## src/design/tcce_pkg.sv

```systemverilog
// Shared types and constants for the text console cursor engine.
// No dependencies; every other design file except tcce_ifs imports this package.
`default_nettype none

package tcce_pkg;

  // command kinds on the input channel
  localparam logic [2:0] KIND_WRITE  = 3'd0;
  localparam logic [2:0] KIND_SET    = 3'd1;
  localparam logic [2:0] KIND_SAVE   = 3'd2;
  localparam logic [2:0] KIND_HOME   = 3'd3;
  localparam logic [2:0] KIND_CLEAR  = 3'd4;
  localparam logic [2:0] KIND_SCROLL = 3'd5;

  // control characters
  localparam logic [7:0] CH_NEWLINE   = 8'h0A;
  localparam logic [7:0] CH_BACKSPACE = 8'h08;

  // configuration register indexes
  localparam int unsigned CFG_IDX_W = 2;
  localparam logic [CFG_IDX_W-1:0] CFG_COLUMNS   = 2'd0;
  localparam logic [CFG_IDX_W-1:0] CFG_ROWS      = 2'd1;
  localparam logic [CFG_IDX_W-1:0] CFG_ATTRIBUTE = 2'd2;

  localparam logic [7:0] RST_COLUMNS   = 8'd80;
  localparam logic [7:0] RST_ROWS      = 8'd25;
  localparam logic [7:0] RST_ATTRIBUTE = 8'd7;

  // command queue between front and back
  localparam int unsigned QDEPTH = 4;
  localparam int unsigned QAW    = $clog2(QDEPTH);

  typedef enum logic [1:0] {
    OP_PUT    = 2'd0,
    OP_SCROLL = 2'd1,
    OP_CLEAR  = 2'd2,
    OP_FLUSH  = 2'd3
  } op_t;

  typedef enum logic [3:0] {
    CMD_NOP,
    CMD_NEWLINE,
    CMD_BACKSPACE,
    CMD_PRINT,
    CMD_SET,
    CMD_SAVE,
    CMD_HOME,
    CMD_CLEAR,
    CMD_SCROLL
  } cmd_t;

  typedef struct packed {
    cmd_t               cmd;
    logic [7:0]         ch;
    logic signed [15:0] col_req;
    logic signed [15:0] row_req;
  } item_t;

  typedef struct packed {
    logic [7:0] columns;
    logic [7:0] rows_count;
    logic [7:0] attribute;
  } cfg_t;

endpackage

`default_nettype wire

```

## src/design/tcce_ifs.sv

```systemverilog
// Channel interfaces of the text console cursor engine: command input and
// display operation output. Self-contained, no package needed.
`default_nettype none

interface tcce_in_if;
  logic               valid;
  logic               ready;
  logic [2:0]         kind;
  logic [7:0]         char_code;
  logic signed [15:0] col_req;
  logic signed [15:0] row_req;

  modport source (output valid, kind, char_code, col_req, row_req, input ready);
  modport sink   (input valid, kind, char_code, col_req, row_req, output ready);
endinterface

interface tcce_out_if;
  logic       valid;
  logic       ready;
  logic [1:0] op;
  logic [7:0] cell_col;
  logic [7:0] cell_row;
  logic [7:0] cell_color;
  logic [7:0] glyph;
  logic       last;

  modport source (output valid, op, cell_col, cell_row, cell_color, glyph, last,
                  input ready);
  modport sink   (input valid, op, cell_col, cell_row, cell_color, glyph, last,
                  output ready);
endinterface

`default_nettype wire

```

## src/design/tcce_queue.sv

```systemverilog
// Small command queue decoupling the front classifier from the back executor.
// Depends on tcce_pkg (item_t, QDEPTH, QAW).
`default_nettype none

module tcce_queue
  import tcce_pkg::*;
(
  input  wire logic  clk,
  input  wire logic  rst_n,
  input  wire logic  wr_valid,
  output logic       wr_ready,
  input  wire item_t wr_item,
  output logic       rd_valid,
  input  wire logic  rd_ready,
  output item_t      rd_item
);

  item_t            mem_r [QDEPTH];
  logic [QAW-1:0]   wptr_r, rptr_r;
  logic [QAW:0]     count_r;
  logic             push, pop;

  assign wr_ready = (count_r != (QAW+1)'(QDEPTH));
  assign rd_valid = (count_r != '0);
  assign rd_item  = mem_r[rptr_r];
  assign push     = wr_valid && wr_ready;
  assign pop      = rd_valid && rd_ready;

  always_ff @(posedge clk) begin
    if (push) begin
      mem_r[wptr_r] <= wr_item;
    end
  end

  always_ff @(posedge clk) begin
    if (!rst_n) begin
      wptr_r  <= '0;
      rptr_r  <= '0;
      count_r <= '0;
    end else begin
      if (push) wptr_r <= wptr_r + QAW'(1);
      if (pop)  rptr_r <= rptr_r + QAW'(1);
      unique case ({push, pop})
        2'b10:   count_r <= count_r + (QAW+1)'(1);
        2'b01:   count_r <= count_r - (QAW+1)'(1);
        default: count_r <= count_r;
      endcase
    end
  end

endmodule

`default_nettype wire

```

## src/design/tcce_front.sv

```systemverilog
// Front end: accepts input transactions, decodes kind and control characters
// into a command class and pushes the command into the queue.
// Depends on tcce_pkg and tcce_ifs.
`default_nettype none

module tcce_front
  import tcce_pkg::*;
(
  tcce_in_if.sink    in_ch,
  output logic       q_valid,
  input  wire logic  q_ready,
  output item_t      q_item
);

  cmd_t cmd;

  always_comb begin
    unique case (in_ch.kind)
      KIND_WRITE: begin
        if (in_ch.char_code == CH_NEWLINE)        cmd = CMD_NEWLINE;
        else if (in_ch.char_code == CH_BACKSPACE) cmd = CMD_BACKSPACE;
        else                                      cmd = CMD_PRINT;
      end
      KIND_SET:    cmd = CMD_SET;
      KIND_SAVE:   cmd = CMD_SAVE;
      KIND_HOME:   cmd = CMD_HOME;
      KIND_CLEAR:  cmd = CMD_CLEAR;
      KIND_SCROLL: cmd = CMD_SCROLL;
      default:     cmd = CMD_NOP;
    endcase
  end

  // unused kinds are accepted and dropped here, never queued
  assign in_ch.ready    = q_ready;
  assign q_valid        = in_ch.valid && (cmd != CMD_NOP);
  assign q_item.cmd     = cmd;
  assign q_item.ch      = in_ch.char_code;
  assign q_item.col_req = in_ch.col_req;
  assign q_item.row_req = in_ch.row_req;

endmodule

`default_nettype wire

```

## src/design/tcce_back.sv

```systemverilog
// Back end: executes queued commands against cursor and prompt state and
// sequences up to four display operations through a registered output.
// Depends on tcce_pkg and tcce_ifs.
`default_nettype none

module tcce_back
  import tcce_pkg::*;
(
  input  wire logic  clk,
  input  wire logic  rst_n,
  input  wire cfg_t  cfg,
  input  wire logic  q_valid,
  output logic       q_ready,
  input  wire item_t q_item,
  tcce_out_if.source out_ch
);

  // cursor / prompt state
  logic [7:0] ccol_r, crow_r, pcol_r, prow_r;
  logic [7:0] ccol_nxt, crow_nxt, pcol_nxt, prow_nxt;

  // pending op slots: 0 put/clear, 1 scroll, 2 flush after scroll, 3 final flush
  logic [3:0] mask_r, mask_nxt, new_mask, mask_after, sel;
  op_t        s0_op_r, s0_op_nxt;
  logic [7:0] s0_col_r, s0_row_r, s0_glyph_r;
  logic [7:0] s0_col_nxt, s0_row_nxt, s0_glyph_nxt;

  // output register
  logic       ovalid_r, olast_r;
  op_t        oop_r;
  logic [7:0] ocol_r, orow_r, ocolor_r, oglyph_r;

  logic out_free, emit, pop;

  // execute helpers
  logic [7:0] cols, rows, cols_m1, rows_m1, prow_dec, bs_col;
  logic [8:0] row_inc;
  logic       grid_ok, at_bottom, bs_active, col_wrap, put_cur, put_bs;

  assign cols      = cfg.columns;
  assign rows      = cfg.rows_count;
  assign cols_m1   = cols - 8'd1;
  assign rows_m1   = rows - 8'd1;
  assign grid_ok   = (cols != 8'd0) && (rows != 8'd0);
  assign row_inc   = {1'b0, crow_r} + 9'd1;
  assign at_bottom = row_inc >= {1'b0, rows};
  assign prow_dec  = (prow_r != 8'd0) ? prow_r - 8'd1 : prow_r;
  assign bs_active = (crow_r > prow_r) || ((crow_r == prow_r) && (ccol_r > pcol_r));
  assign bs_col    = (ccol_r != 8'd0) ? ccol_r - 8'd1 : ccol_r;
  assign col_wrap  = ccol_r >= cols_m1;
  assign put_cur   = (ccol_r < cols) && (crow_r < rows);
  assign put_bs    = (bs_col < cols) && (crow_r < rows);

  always_comb begin
    ccol_nxt     = ccol_r;
    crow_nxt     = crow_r;
    pcol_nxt     = pcol_r;
    prow_nxt     = prow_r;
    new_mask     = 4'b0000;
    s0_op_nxt    = OP_PUT;
    s0_col_nxt   = ccol_r;
    s0_row_nxt   = crow_r;
    s0_glyph_nxt = q_item.ch;
    unique case (q_item.cmd)
      CMD_NEWLINE: begin
        if (grid_ok) begin
          ccol_nxt = 8'd0;
          if (at_bottom) begin
            crow_nxt = rows_m1;
            prow_nxt = prow_dec;
            new_mask = 4'b0110;
          end else begin
            crow_nxt = row_inc[7:0];
            new_mask = 4'b1000;
          end
        end
      end
      CMD_BACKSPACE: begin
        if (grid_ok && bs_active) begin
          ccol_nxt     = bs_col;
          s0_col_nxt   = bs_col;
          s0_glyph_nxt = 8'd0;
          new_mask     = {1'b1, 2'b00, put_bs};
        end
      end
      CMD_PRINT: begin
        if (grid_ok) begin
          if (col_wrap) begin
            ccol_nxt = 8'd0;
            if (at_bottom) begin
              crow_nxt = rows_m1;
              prow_nxt = prow_dec;
              new_mask = {3'b111, put_cur};
            end else begin
              crow_nxt = row_inc[7:0];
              new_mask = {3'b100, put_cur};
            end
          end else begin
            ccol_nxt = ccol_r + 8'd1;
            new_mask = {3'b100, put_cur};
          end
        end
      end
      CMD_SET: begin
        if (!grid_ok) begin
          ccol_nxt = 8'd0;
          crow_nxt = 8'd0;
        end else begin
          if (q_item.col_req < 16'sd0)                         ccol_nxt = 8'd0;
          else if (q_item.col_req > $signed({8'h00, cols_m1})) ccol_nxt = cols_m1;
          else                                                  ccol_nxt = q_item.col_req[7:0];
          if (q_item.row_req < 16'sd0)                         crow_nxt = 8'd0;
          else if (q_item.row_req > $signed({8'h00, rows_m1})) crow_nxt = rows_m1;
          else                                                  crow_nxt = q_item.row_req[7:0];
        end
      end
      CMD_SAVE: begin
        pcol_nxt = ccol_r;
        prow_nxt = crow_r;
      end
      CMD_HOME: begin
        ccol_nxt = 8'd0;
        crow_nxt = 8'd0;
        pcol_nxt = 8'd0;
        prow_nxt = 8'd0;
      end
      CMD_CLEAR: begin
        s0_op_nxt    = OP_CLEAR;
        s0_col_nxt   = 8'd0;
        s0_row_nxt   = 8'd0;
        s0_glyph_nxt = 8'd0;
        new_mask     = 4'b1001;
      end
      CMD_SCROLL: begin
        if (rows != 8'd0) crow_nxt = rows_m1;
        prow_nxt = prow_dec;
        new_mask = 4'b0110;
      end
      default: begin
      end
    endcase
  end

  // lowest pending slot goes out next
  always_comb begin
    priority if (mask_r[0]) sel = 4'b0001;
    else if (mask_r[1])     sel = 4'b0010;
    else if (mask_r[2])     sel = 4'b0100;
    else if (mask_r[3])     sel = 4'b1000;
    else                    sel = 4'b0000;
  end

  assign out_free   = !ovalid_r || out_ch.ready;
  assign emit       = (mask_r != 4'b0000) && out_free;
  assign mask_after = emit ? (mask_r & ~sel) : mask_r;
  // next command is executed as soon as the previous one has no op left to hand over
  assign q_ready    = (mask_after == 4'b0000);
  assign pop        = q_valid && q_ready;
  assign mask_nxt   = pop ? new_mask : mask_after;

  always_ff @(posedge clk) begin
    if (!rst_n) begin
      ccol_r   <= 8'd0;
      crow_r   <= 8'd0;
      pcol_r   <= 8'd0;
      prow_r   <= 8'd0;
      mask_r   <= 4'b0000;
      ovalid_r <= 1'b0;
    end else begin
      mask_r <= mask_nxt;
      if (pop) begin
        ccol_r <= ccol_nxt;
        crow_r <= crow_nxt;
        pcol_r <= pcol_nxt;
        prow_r <= prow_nxt;
      end
      if (emit)          ovalid_r <= 1'b1;
      else if (out_free) ovalid_r <= 1'b0;
    end
  end

  always_ff @(posedge clk) begin
    if (pop) begin
      s0_op_r    <= s0_op_nxt;
      s0_col_r   <= s0_col_nxt;
      s0_row_r   <= s0_row_nxt;
      s0_glyph_r <= s0_glyph_nxt;
    end
    if (emit) begin
      olast_r <= (mask_r & ~sel) == 4'b0000;
      unique case (sel)
        4'b0001: begin
          oop_r    <= s0_op_r;
          ocol_r   <= s0_col_r;
          orow_r   <= s0_row_r;
          ocolor_r <= cfg.attribute;
          oglyph_r <= s0_glyph_r;
        end
        4'b0010: begin
          oop_r    <= OP_SCROLL;
          ocol_r   <= 8'd0;
          orow_r   <= 8'd0;
          ocolor_r <= cfg.attribute;
          oglyph_r <= 8'd0;
        end
        default: begin
          oop_r    <= OP_FLUSH;
          ocol_r   <= 8'd0;
          orow_r   <= 8'd0;
          ocolor_r <= 8'd0;
          oglyph_r <= 8'd0;
        end
      endcase
    end
  end

  assign out_ch.valid      = ovalid_r;
  assign out_ch.op         = oop_r;
  assign out_ch.cell_col   = ocol_r;
  assign out_ch.cell_row   = orow_r;
  assign out_ch.cell_color = ocolor_r;
  assign out_ch.glyph      = oglyph_r;
  assign out_ch.last       = olast_r;

endmodule

`default_nettype wire

```

## src/design/text_console_cursor_engine_core.sv

```systemverilog
// Top level of the text console cursor engine: configuration registers,
// front classifier, command queue and back executor.
// Depends on tcce_pkg, tcce_ifs, tcce_front, tcce_queue, tcce_back.
//
//   channel  dir  handshake          payload
//   in_ch    in   valid/ready        kind, char_code, col_req, row_req
//   out_ch   out  valid/ready        op, cell_col, cell_row, cell_color, glyph, last
//   cfg_*    in   cfg_we, no ready   cfg_idx (2b), cfg_wdata (8b)
//
// Each command is executed once the previous one has handed its last op to
// the output register; its ops (0 to 4) then pass one at a time through the
// single output register, which holds each op until it is taken. Reset
// (rst_n low, synchronous) zeroes cursor and prompt, loads 80x25 grid and
// attribute 7, and empties the 4-entry queue.
// An output stall holds the current op; the queue keeps taking commands
// until it fills.
`default_nettype none

module text_console_cursor_engine_core
  import tcce_pkg::*;
(
  input  wire logic                 clk,
  input  wire logic                 rst_n,
  input  wire logic                 cfg_we,
  input  wire logic [CFG_IDX_W-1:0] cfg_idx,
  input  wire logic [7:0]           cfg_wdata,
  tcce_in_if.sink                   in_ch,
  tcce_out_if.source                out_ch
);

  cfg_t  cfg_r;
  logic  fq_valid, fq_ready, qb_valid, qb_ready;
  item_t fq_item, qb_item;

  always_ff @(posedge clk) begin
    if (!rst_n) begin
      cfg_r.columns    <= RST_COLUMNS;
      cfg_r.rows_count <= RST_ROWS;
      cfg_r.attribute  <= RST_ATTRIBUTE;
    end else if (cfg_we) begin
      unique case (cfg_idx)
        CFG_COLUMNS:   cfg_r.columns    <= cfg_wdata;
        CFG_ROWS:      cfg_r.rows_count <= cfg_wdata;
        CFG_ATTRIBUTE: cfg_r.attribute  <= cfg_wdata;
        default: begin
        end
      endcase
    end
  end

  tcce_front u_front (
    .in_ch   (in_ch),
    .q_valid (fq_valid),
    .q_ready (fq_ready),
    .q_item  (fq_item)
  );

  tcce_queue u_queue (
    .clk      (clk),
    .rst_n    (rst_n),
    .wr_valid (fq_valid),
    .wr_ready (fq_ready),
    .wr_item  (fq_item),
    .rd_valid (qb_valid),
    .rd_ready (qb_ready),
    .rd_item  (qb_item)
  );

  tcce_back u_back (
    .clk     (clk),
    .rst_n   (rst_n),
    .cfg     (cfg_r),
    .q_valid (qb_valid),
    .q_ready (qb_ready),
    .q_item  (qb_item),
    .out_ch  (out_ch)
  );

endmodule

`default_nettype wire

```

## src/flat_wrapper.sv

```systemverilog
// flat-port wrapper written by rule: the top's interface ports become plain ports
module text_console_cursor_engine_core_flat import tcce_pkg::*;
  (clk, rst_n, cfg_we, cfg_idx, cfg_wdata, in_ch_valid, in_ch_kind, in_ch_char_code, in_ch_col_req, in_ch_row_req, in_ch_ready, out_ch_valid, out_ch_op, out_ch_cell_col, out_ch_cell_row, out_ch_cell_color, out_ch_glyph, out_ch_last, out_ch_ready);
  tcce_in_if in_ch_i ();
  tcce_out_if out_ch_i ();
  input  wire logic clk;
  input  wire logic rst_n;
  input  wire logic cfg_we;
  input  wire logic [CFG_IDX_W-1:0] cfg_idx;
  input  wire logic [7:0] cfg_wdata;
  input wire logic [$bits(in_ch_i.valid)-1:0] in_ch_valid;
  input wire logic [$bits(in_ch_i.kind)-1:0] in_ch_kind;
  input wire logic [$bits(in_ch_i.char_code)-1:0] in_ch_char_code;
  input wire logic [$bits(in_ch_i.col_req)-1:0] in_ch_col_req;
  input wire logic [$bits(in_ch_i.row_req)-1:0] in_ch_row_req;
  output wire logic [$bits(in_ch_i.ready)-1:0] in_ch_ready;
  output wire logic [$bits(out_ch_i.valid)-1:0] out_ch_valid;
  output wire logic [$bits(out_ch_i.op)-1:0] out_ch_op;
  output wire logic [$bits(out_ch_i.cell_col)-1:0] out_ch_cell_col;
  output wire logic [$bits(out_ch_i.cell_row)-1:0] out_ch_cell_row;
  output wire logic [$bits(out_ch_i.cell_color)-1:0] out_ch_cell_color;
  output wire logic [$bits(out_ch_i.glyph)-1:0] out_ch_glyph;
  output wire logic [$bits(out_ch_i.last)-1:0] out_ch_last;
  input wire logic [$bits(out_ch_i.ready)-1:0] out_ch_ready;
  assign in_ch_i.valid = in_ch_valid;
  assign in_ch_i.kind = in_ch_kind;
  assign in_ch_i.char_code = in_ch_char_code;
  assign in_ch_i.col_req = in_ch_col_req;
  assign in_ch_i.row_req = in_ch_row_req;
  assign in_ch_ready = in_ch_i.ready;
  assign out_ch_valid = out_ch_i.valid;
  assign out_ch_op = out_ch_i.op;
  assign out_ch_cell_col = out_ch_i.cell_col;
  assign out_ch_cell_row = out_ch_i.cell_row;
  assign out_ch_cell_color = out_ch_i.cell_color;
  assign out_ch_glyph = out_ch_i.glyph;
  assign out_ch_last = out_ch_i.last;
  assign out_ch_i.ready = out_ch_ready;
  text_console_cursor_engine_core u_core (.clk(clk), .rst_n(rst_n), .cfg_we(cfg_we), .cfg_idx(cfg_idx), .cfg_wdata(cfg_wdata), .in_ch(in_ch_i), .out_ch(out_ch_i));
endmodule
```

## config.mk

```make
export PLATFORM = sky130hd
export DESIGN_NAME = text_console_cursor_engine_core_flat
export DESIGN_NICKNAME = d
export VERILOG_FILES = /design/src/design/tcce_pkg.sv /design/src/design/tcce_ifs.sv /design/src/design/tcce_queue.sv /design/src/design/tcce_front.sv /design/src/design/tcce_back.sv /design/src/design/text_console_cursor_engine_core.sv /design/src/flat_wrapper.sv
export SDC_FILE = /design/constraint.sdc
export NUM_CORES = 1
export LEC_CHECK = 0
export ABC_AREA = 1
export BUFFER_PORTS_ARGS = -buffer_cell sky130_fd_sc_hd__buf_4
export CORE_ASPECT_RATIO = 1.2
export CORE_MARGIN = 10
export CORE_UTILIZATION = 55
export CTS_BUF_LIST = sky130_fd_sc_hd__clkbuf_8 sky130_fd_sc_hd__clkbuf_16
export CTS_CLUSTER_SIZE = 14
export DETAILED_ROUTE_END_ITERATION = 10
export PLACE_DENSITY = 0.73
export RECOVER_POWER = 50
export SYNTH_ARGS = -nofsm -noshare
export SYNTH_HDL_FRONTEND = slang
export SYNTH_SLANG_ARGS = --single-unit
```

## constraint.sdc

```tcl
create_clock -name clk -period 3.6 [get_ports clk]
set_input_delay 0.54 -clock clk [delete_from_list [all_inputs] [get_ports clk]]
set_output_delay 0.54 -clock clk [all_outputs]
set_load 0.01 [all_outputs]
```

==> results by group, run 1 <==
Drt
  • Antenna-violating nets left: 0
  • Post-DR wirelength/cell: 16.9 µm
  • Vias: between 10000 and 15000
  • Drt pass-1 iters: 5
  • Total Wirelength: about 35000 µm
  • Remaining DRCs: 0
  • DR iter-0 viols: between 800 and 900
  • Drt via density: around 5.5

Floorplanning
  • Die area: between 30000 and 40000 µm²
  • IO Pins: 95
  • Die Wd: 172 µm
  • Core ar.: 27200 µm²
  • DIE HEIGHT: a little over 200 µm
  • Initial Util: 55.9%
  • FP Rows: 66

Logic synthesis
  • Synth warn: 0
  • Mapped Cells: 1609
  • Cell Area, Synth: 15200 µm²
  • Synth unique cells: 53
  • Count of state elements after synthesis: roughly 310
  • Avg Cell Area, Syn: ~9.4 µm²
  • Register area share after synthesis: 55.9%
  • Syn Nets: 1747

Layout
  • Most frequent cells in the layout: nand2_1, edfxtp_1, inv_1, nor2_1, a21oi_1
  • Fillers: about 2300
  • Area growth syn-to-layout: 11.5%
  • Fin cells: a little over 2000
  • Fin util: approximately 62%
  • Proportion of layout cells with a drive suffix above 1: 8.35%
  • ANT cells: 0
  • Most common cell after layout, fill and taps aside: nand2_1
  • Nets@finish: 1850

Clock network
  • CTS sink cnt: 306
  • Max Root-Sink Buffers: 3
  • TritonCTS clock tree: built
  • Htree depth: 1
  • Post-CTS Setup Inserts: 0
  • Hold_buf cts: 0
  • Clk slew on worst S/H paths: ~0.060 ns
  • Root Buffer: clkbuf_16
  • Count of cells resized by post-cts repair: 0
  • Cts bufs inserted: 30
  • Worst skew pair latency: 0.56 ns

STA
  • RSZ-0062 raised after global routing: no
  • Final hold slack: 0.233 ns
  • Max-slew violations: 0
  • Minimum clock period: roughly 3.2 ns
  • Setup TNS: 0 ns
  • Endpoints failing hold: 0
  • Final setup fails: 0
  • Measured slew at the worst slew-check pin: 1.23 ns
  • Slew HR: approximately 18%
  • Layout Skew: 0.0126 ns
  • Tcrit/Tclk final: 87.8%
  • Max Fclk: 316 MHz

Global routing
  • GRT overflow: 0
  • First-pass GRT wire length: between 50000 and 60000 µm
  • Largest net degree at the start of global routing: slightly below 80
  • Initial antenna violation count: 0
  • GRT Total Usage: between 20% and 30%
  • Vias in the first global route: around 11000

Worst setup path
  • Worst EP arrival: 3.60 ns
  • Critical path class: reg2reg
  • CP Capture Type: flop
  • CP required: 4.04 ns
  • Critical Path Fanout Max: 16
  • Worst R2R Path Depth: 16
  • Element type at the critical path start: flop

Placement
  • Final RePlAce weighted congestion: 0.962
  • Port bufs: between 90 and 100
  • Inst Count DP: roughly 2000
  • Detailed placement HPWL: 24600 µm

Worst hold path
  • Hold Path Class: in2reg
  • Hold Crit Depth: 1

Pwr
  • NetSw: roughly 0.0061 W
  • Sequential Power Share: 34.1%
  • Worst ir drop on vdd: around 0.45 mV
  • Clock power share: 20.1%
  • P_leak: 7.14 nW
  • Internal power: 0.00847 W
  • PwrDens: 864 nW/µm²
  • Switching share of power: roughly 42%
  • Fraction of power consumed by combinational cells: 45.7%

Flow run
  • Max-cap violations: 0

Run status
  • Status: completed
==> kinds of logic after synthesis <==
kind of cell | Yosys count | synth area share [%]
compound gates | 227 | 8.91
xor+xnor | 29 | 1.67
fa+ha+maj | 80 | 6.64
buf+inv | 238 | 6.31
flops | 306 | 55.9
simple gates | 729 | 20.5
==> worst max-delay path: stages (launching register included) <==
cell	delay [ns]
dfxtp_1	0.40
inv_1	0.12
nor3_1	0.30
nand3_1	0.17
nor3_1	0.20
xor2_1	0.17
inv_1	0.07
ha_1	0.31
nand4_1	0.12
nor3_1	0.15
nand2_1	0.07
nand3_1	0.15
inv_1	0.08
nand2_1	0.07
nand4_2	0.35
nor2_1	0.25
nor2_1	0.07
==> cell type report <==
type / count / area [µm²] / share of cell area [%]
Timing Repair Buffer: 118 / 599 / 3.54
Inverter: 191 / 717 / 4.24
Tap cell: 340 / 425 / 2.51
Clock buffer: 33 / 803 / 4.75
Sequential cell: 306 / 8490 / 50.2
Clock inverter: 23 / 134 / 0.791
Multi-Input combinational cell: 1065 / 5760 / 34.0
==> cells in the mapped netlist (all sizes together) <==
master	number	area share [%]
o2111ai	1	0.17
nor3b	4	0.20
and2	1	0.041
ha	79	6.5
o21ai	57	1.9
xnor2	4	0.23
nor2	170	4.6
nor3	22	0.73
fa	1	0.13
o21a	1	0.049
nor4	2	0.12
o22ai	14	0.58
dfxtp	70	9.2
nand4	17	0.74
o31ai	1	0.049
or2	14	0.58
a21boi	1	0.049
inv	188	4.6
clkbuf	19	0.47
a32oi	11	0.63
a21oi	102	3.4
a41oi	1	0.058
a32o	2	0.13
and3	2	0.082
nand3	95	3.3
clkinv	3	0.074
a221oi	8	0.46
o21bai	2	0.12
edfxtp	236	47
o211ai	18	0.89
nand3b	1	0.049
xor2	25	1.4
nand2	401	10
buf	28	1.1
a211oi	8	0.40
==> registers in the layout (all words and copies together), names as in the netlist, 8 cells and up, named ones only <==
name                             cells
u_core.u_back.crow_r                 8
u_core.u_back.s0_col_r               8
u_core.cfg_r                        24
u_core.u_back.out_ch.cell_row        8
u_core.u_back.pcol_r                 8
u_core.u_back.out_ch.glyph           8
u_core.u_back.s0_glyph_r             8
u_core.u_back.ccol_r                 8
u_core.u_back.s0_row_r               8
u_core.u_back.out_ch.cell_color      8
u_core.u_back.prow_r                 8
u_core.u_back.out_ch.cell_col        8
u_core.u_queue.mem_r               176
==> metrics by stage <==
stage | setup slack (ns) | power, W | instance area (µm²)
after global routing | 0.0392 | 0.0158 | 16900
final | 0.438 | 0.0146 | 16900
after detailed placement | 0.525 | 0.0118 | 16300
after global placement | 0.598 | 0.0117 | 16300
after floorplan | 0.0401 | 0.00989 | 15200
after CTS | 0.496 | 0.0148 | 17200
==> final timing paths <==
kind / from / slack (ns) / endpoint
worst max-delay path: u_core.u_back.crow_r[1]$_SDFFE_PN0P_ / 0.44 / u_core.u_back.prow_r[2]$_SDFFE_PN0P_
worst min-delay path: in_ch_row_req[10] / 0.23 / u_core.u_queue.mem_r[0][10]$_DFFE_PP_
worst max register to register: u_core.u_back.crow_r[1]$_SDFFE_PN0P_ / 0.44 / u_core.u_back.prow_r[2]$_SDFFE_PN0P_
worst min register to register: u_core.cfg_r[5]$_SDFFE_PN0P_ / 0.45 / u_core.cfg_r[5]$_SDFFE_PN0P_
==> per-layer routing <==
layer | part of all wire (%) | GRT usage [%] | vias to the layer above
met5 | 0 | 0 | -
met1 | 42 | 25.1 | 5313
li1 | - | - | 5645
met3 | 6.7 | 3.33 | 71
met2 | 48 | 34.0 | 350
met4 | 3.2 | 7.43 | 0
==> power by group through the flow <==
stage	sequential (W)	combinational (W)	clock (W)
final	0.00499	0.00669	0.00294
after global routing	0.00506	0.00757	0.00315
after CTS	0.00499	0.00681	0.00301
after detailed placement	0.00506	0.00677	0
after global placement	0.00504	0.00665	0
after floorplan	0.00511	0.00478	0
No activity file was read; power rests on OpenSTA's default activity.
==> run 2, diff against run 1 <==
--- a/config.mk
+++ b/config.mk
@@ -14,7 +14,6 @@
 export CTS_CLUSTER_SIZE = 14
 export DETAILED_ROUTE_END_ITERATION = 10
 export PLACE_DENSITY = 0.73
-export RECOVER_POWER = 50
 export SYNTH_ARGS = -nofsm -noshare
 export SYNTH_HDL_FRONTEND = slang
 export SYNTH_SLANG_ARGS = --single-unit
==> results by group, run 2 (synthesis gave the netlist of run 1 again) <==
Clock network
  • Post-CTS Setup Inserts: 0 (unchanged)
  • Max Root-Sink Buffers: 3 (unchanged)
  • Hold_buf cts: 0 (unchanged)
  • Cts bufs inserted: 30 (unchanged)
  • TritonCTS clock tree: built (unchanged)
  • CTS sink cnt: 306 (unchanged)
  • Worst skew pair latency: 0.56 ns (about the same)
  • Root Buffer: clkbuf_16 (unchanged)
  • Clk slew on worst S/H paths: 0.06 ns (about the same)
  • Count of cells resized by post-cts repair: 0 (unchanged)
  • Htree depth: 1 (unchanged)

Floorplanning
  • Die Wd: 172 µm (unchanged)
  • IO Pins: 95 (unchanged)
  • Core ar.: 27200 µm² (unchanged)
  • Die area: 34700 µm² (unchanged)
  • Initial Util: 55.9% (unchanged)
  • FP Rows: 66 (unchanged)
  • DIE HEIGHT: 202 µm (unchanged)

Layout
  • Nets@finish: 1850 (unchanged)
  • Largest register FFs: 176 (unchanged)
  • Proportion of layout cells with a drive suffix above 1: 13.0% (was 8.35%)
  • Final instance area: 17200 µm² (was 16900 µm²)
  • ANT cells: 0 (unchanged)
  • Area growth syn-to-layout: 13.5% (was 11.5%)
  • Top reg by flops: u_core.u_queue.mem_r (unchanged)
  • Most frequent cells in the layout: nand2_1, edfxtp_1, inv_1, nor2_1, buf_4 (was nand2_1, edfxtp_1, inv_1, nor2_1, a21oi_1)
  • Most common cell after layout, fill and taps aside: nand2_1 (unchanged)
  • Top Registers: u_core.u_queue.mem_r: 176 flops, u_core.cfg_r: 24 flops (unchanged)
  • Fillers: 2228 (was 2287)

STA
  • Minimum clock period: 3.16 ns (about the same)
  • Tcrit/Tclk final: 87.7% (was 87.8%)
  • Measured slew at the worst slew-check pin: 0.752 ns (was 1.23 ns)
  • Setup TNS: 0 ns (unchanged)
  • RSZ-0062 raised after global routing: no (unchanged)
  • Slew HR: 49.5% (was 18.2%)
  • Layout Skew: 0.0133 ns (was 0.0126 ns)
  • Final setup fails: 0 (unchanged)
  • Max Fclk: 317 MHz (was 316 MHz)
  • Setup ws final: 0.442 ns (was 0.438 ns)
  • Final hold slack: 0.181 ns (was 0.233 ns)
  • Max-slew violations: 0 (unchanged)
  • Endpoints failing hold: 0 (unchanged)

Drt
  • Vias: 11400 (about the same)
  • Post-DR wirelength/cell: 16.8 µm (was 16.9 µm)
  • Antenna-violating nets left: 0 (unchanged)
  • Remaining DRCs: 0 (unchanged)
  • Total Wirelength: 34900 µm (was 35100 µm)
  • Drt pass-1 iters: 6 (was 5)
  • Drt via density: 5.50 (was 5.48)
  • DR iter-0 viols: 831 (was 867)

Worst setup path
  • CP required: 4.04 ns (about the same)
  • Element type at the critical path start: flop (unchanged)
  • Worst EP arrival: 3.60 ns (about the same)
  • Critical Path Fanout Max: 16 (unchanged)
  • Critical path class: reg2reg (unchanged)
  • CP Capture Type: flop (unchanged)
  • Crit path from: u_core.u_back.crow_r[1]$_SDFFE_PN0P_ (unchanged)
  • R2r startpoint: u_core.u_back.crow_r[1]$_SDFFE_PN0P_ (unchanged)

Worst hold path
  • Hold Path Class: in2reg (unchanged)
  • Worst Hold Launch: in_ch_row_req[8] (was in_ch_row_req[10])

Pwr
  • Worst ir drop on vdd: 0.456 mV (was 0.454 mV)
  • P_leak: 7.43 nW (was 7.14 nW)
  • PwrDens: 858 nW/µm² (was 864 nW/µm²)
  • Total power: 0.0148 W (was 0.0146 W)

Placement
  • Detailed placement HPWL: 24600 µm (unchanged)
  • Final RePlAce weighted congestion: 0.962 (unchanged)
  • Post-Place Cell Area: 16300 µm² (unchanged)
  • Port bufs: 94 (unchanged)
  • Place WS: 0.525 ns (unchanged)

Global routing
  • GRT overflow: 0 (unchanged)
  • First-pass GRT wire length: 56700 µm (unchanged)
  • Initial antenna violation count: 0 (unchanged)
  • Largest net degree at the start of global routing: 77 (unchanged)
  • GRT Total Usage: 20.1% (unchanged)
  • Vias in the first global route: 11000 (unchanged)

Run status
  • Status: completed (unchanged)

Flow run
  • Max-cap violations: 0 (unchanged)
-- run 2: report_power, final --
part           switching, W  total [W]  leakage, nW  internal (W)
clock network       0.00128    0.00294        0.497       0.00166
logic               0.00457    0.00685         4.18       0.00228
registers          0.000285    0.00499         2.75       0.00470
-- run 2: worst paths after layout --
path	endpoint	slack [ns]	cells after the start
min	u_core.u_queue.mem_r[0][8]$_DFFE_PP_	0.18	1
min reg2reg	u_core.cfg_r[5]$_SDFFE_PN0P_	0.45	2
max reg2reg	u_core.u_back.prow_r[2]$_SDFFE_PN0P_	0.44	16
max	u_core.u_back.prow_r[2]$_SDFFE_PN0P_	0.44	16
-- run 2: critical path, stage by stage, from the launching register on --
cell     delay (ns)
dfxtp_1        0.39
inv_1          0.12
nor3_1         0.30
nand3_1        0.17
nor3_1         0.20
xor2_1         0.17
inv_1          0.07
ha_1           0.31
nand4_1        0.12
nor3_1         0.15
nand2_1        0.07
nand3_1        0.15
inv_1          0.08
nand2_1        0.07
nand4_2        0.35
nor2_1         0.25
nor2_1         0.07
-- run 2: routing by layer --
metal | global-route usage [%] | wire [µm]
met3 | 3.33 | 2350
met1 | 25.1 | 14500
met2 | 34.0 | 16900
met4 | 7.43 | 1140
met5 | 0 | 0
-- run 2: through the flow --
stage | utilization, % | cells
CTS | 63.4 | 2076
finish | 63.4 | 2076
floorplan | - | 1609
global placement | 60.0 | 2020
detailed placement | 60.0 | 2020
global route | 63.4 | 2076
-- run 2: cell type report --
class                   instances  area (µm²)  area share [%]
clock buffers                  33         803            4.66
clock inverters                23         134           0.777
inverters                     191         717            4.16
multi-input cells            1065        5760            33.4
flip-flops and latches        306        8490            49.3
well taps                     340         425            2.47
repair buffers                118         898            5.21
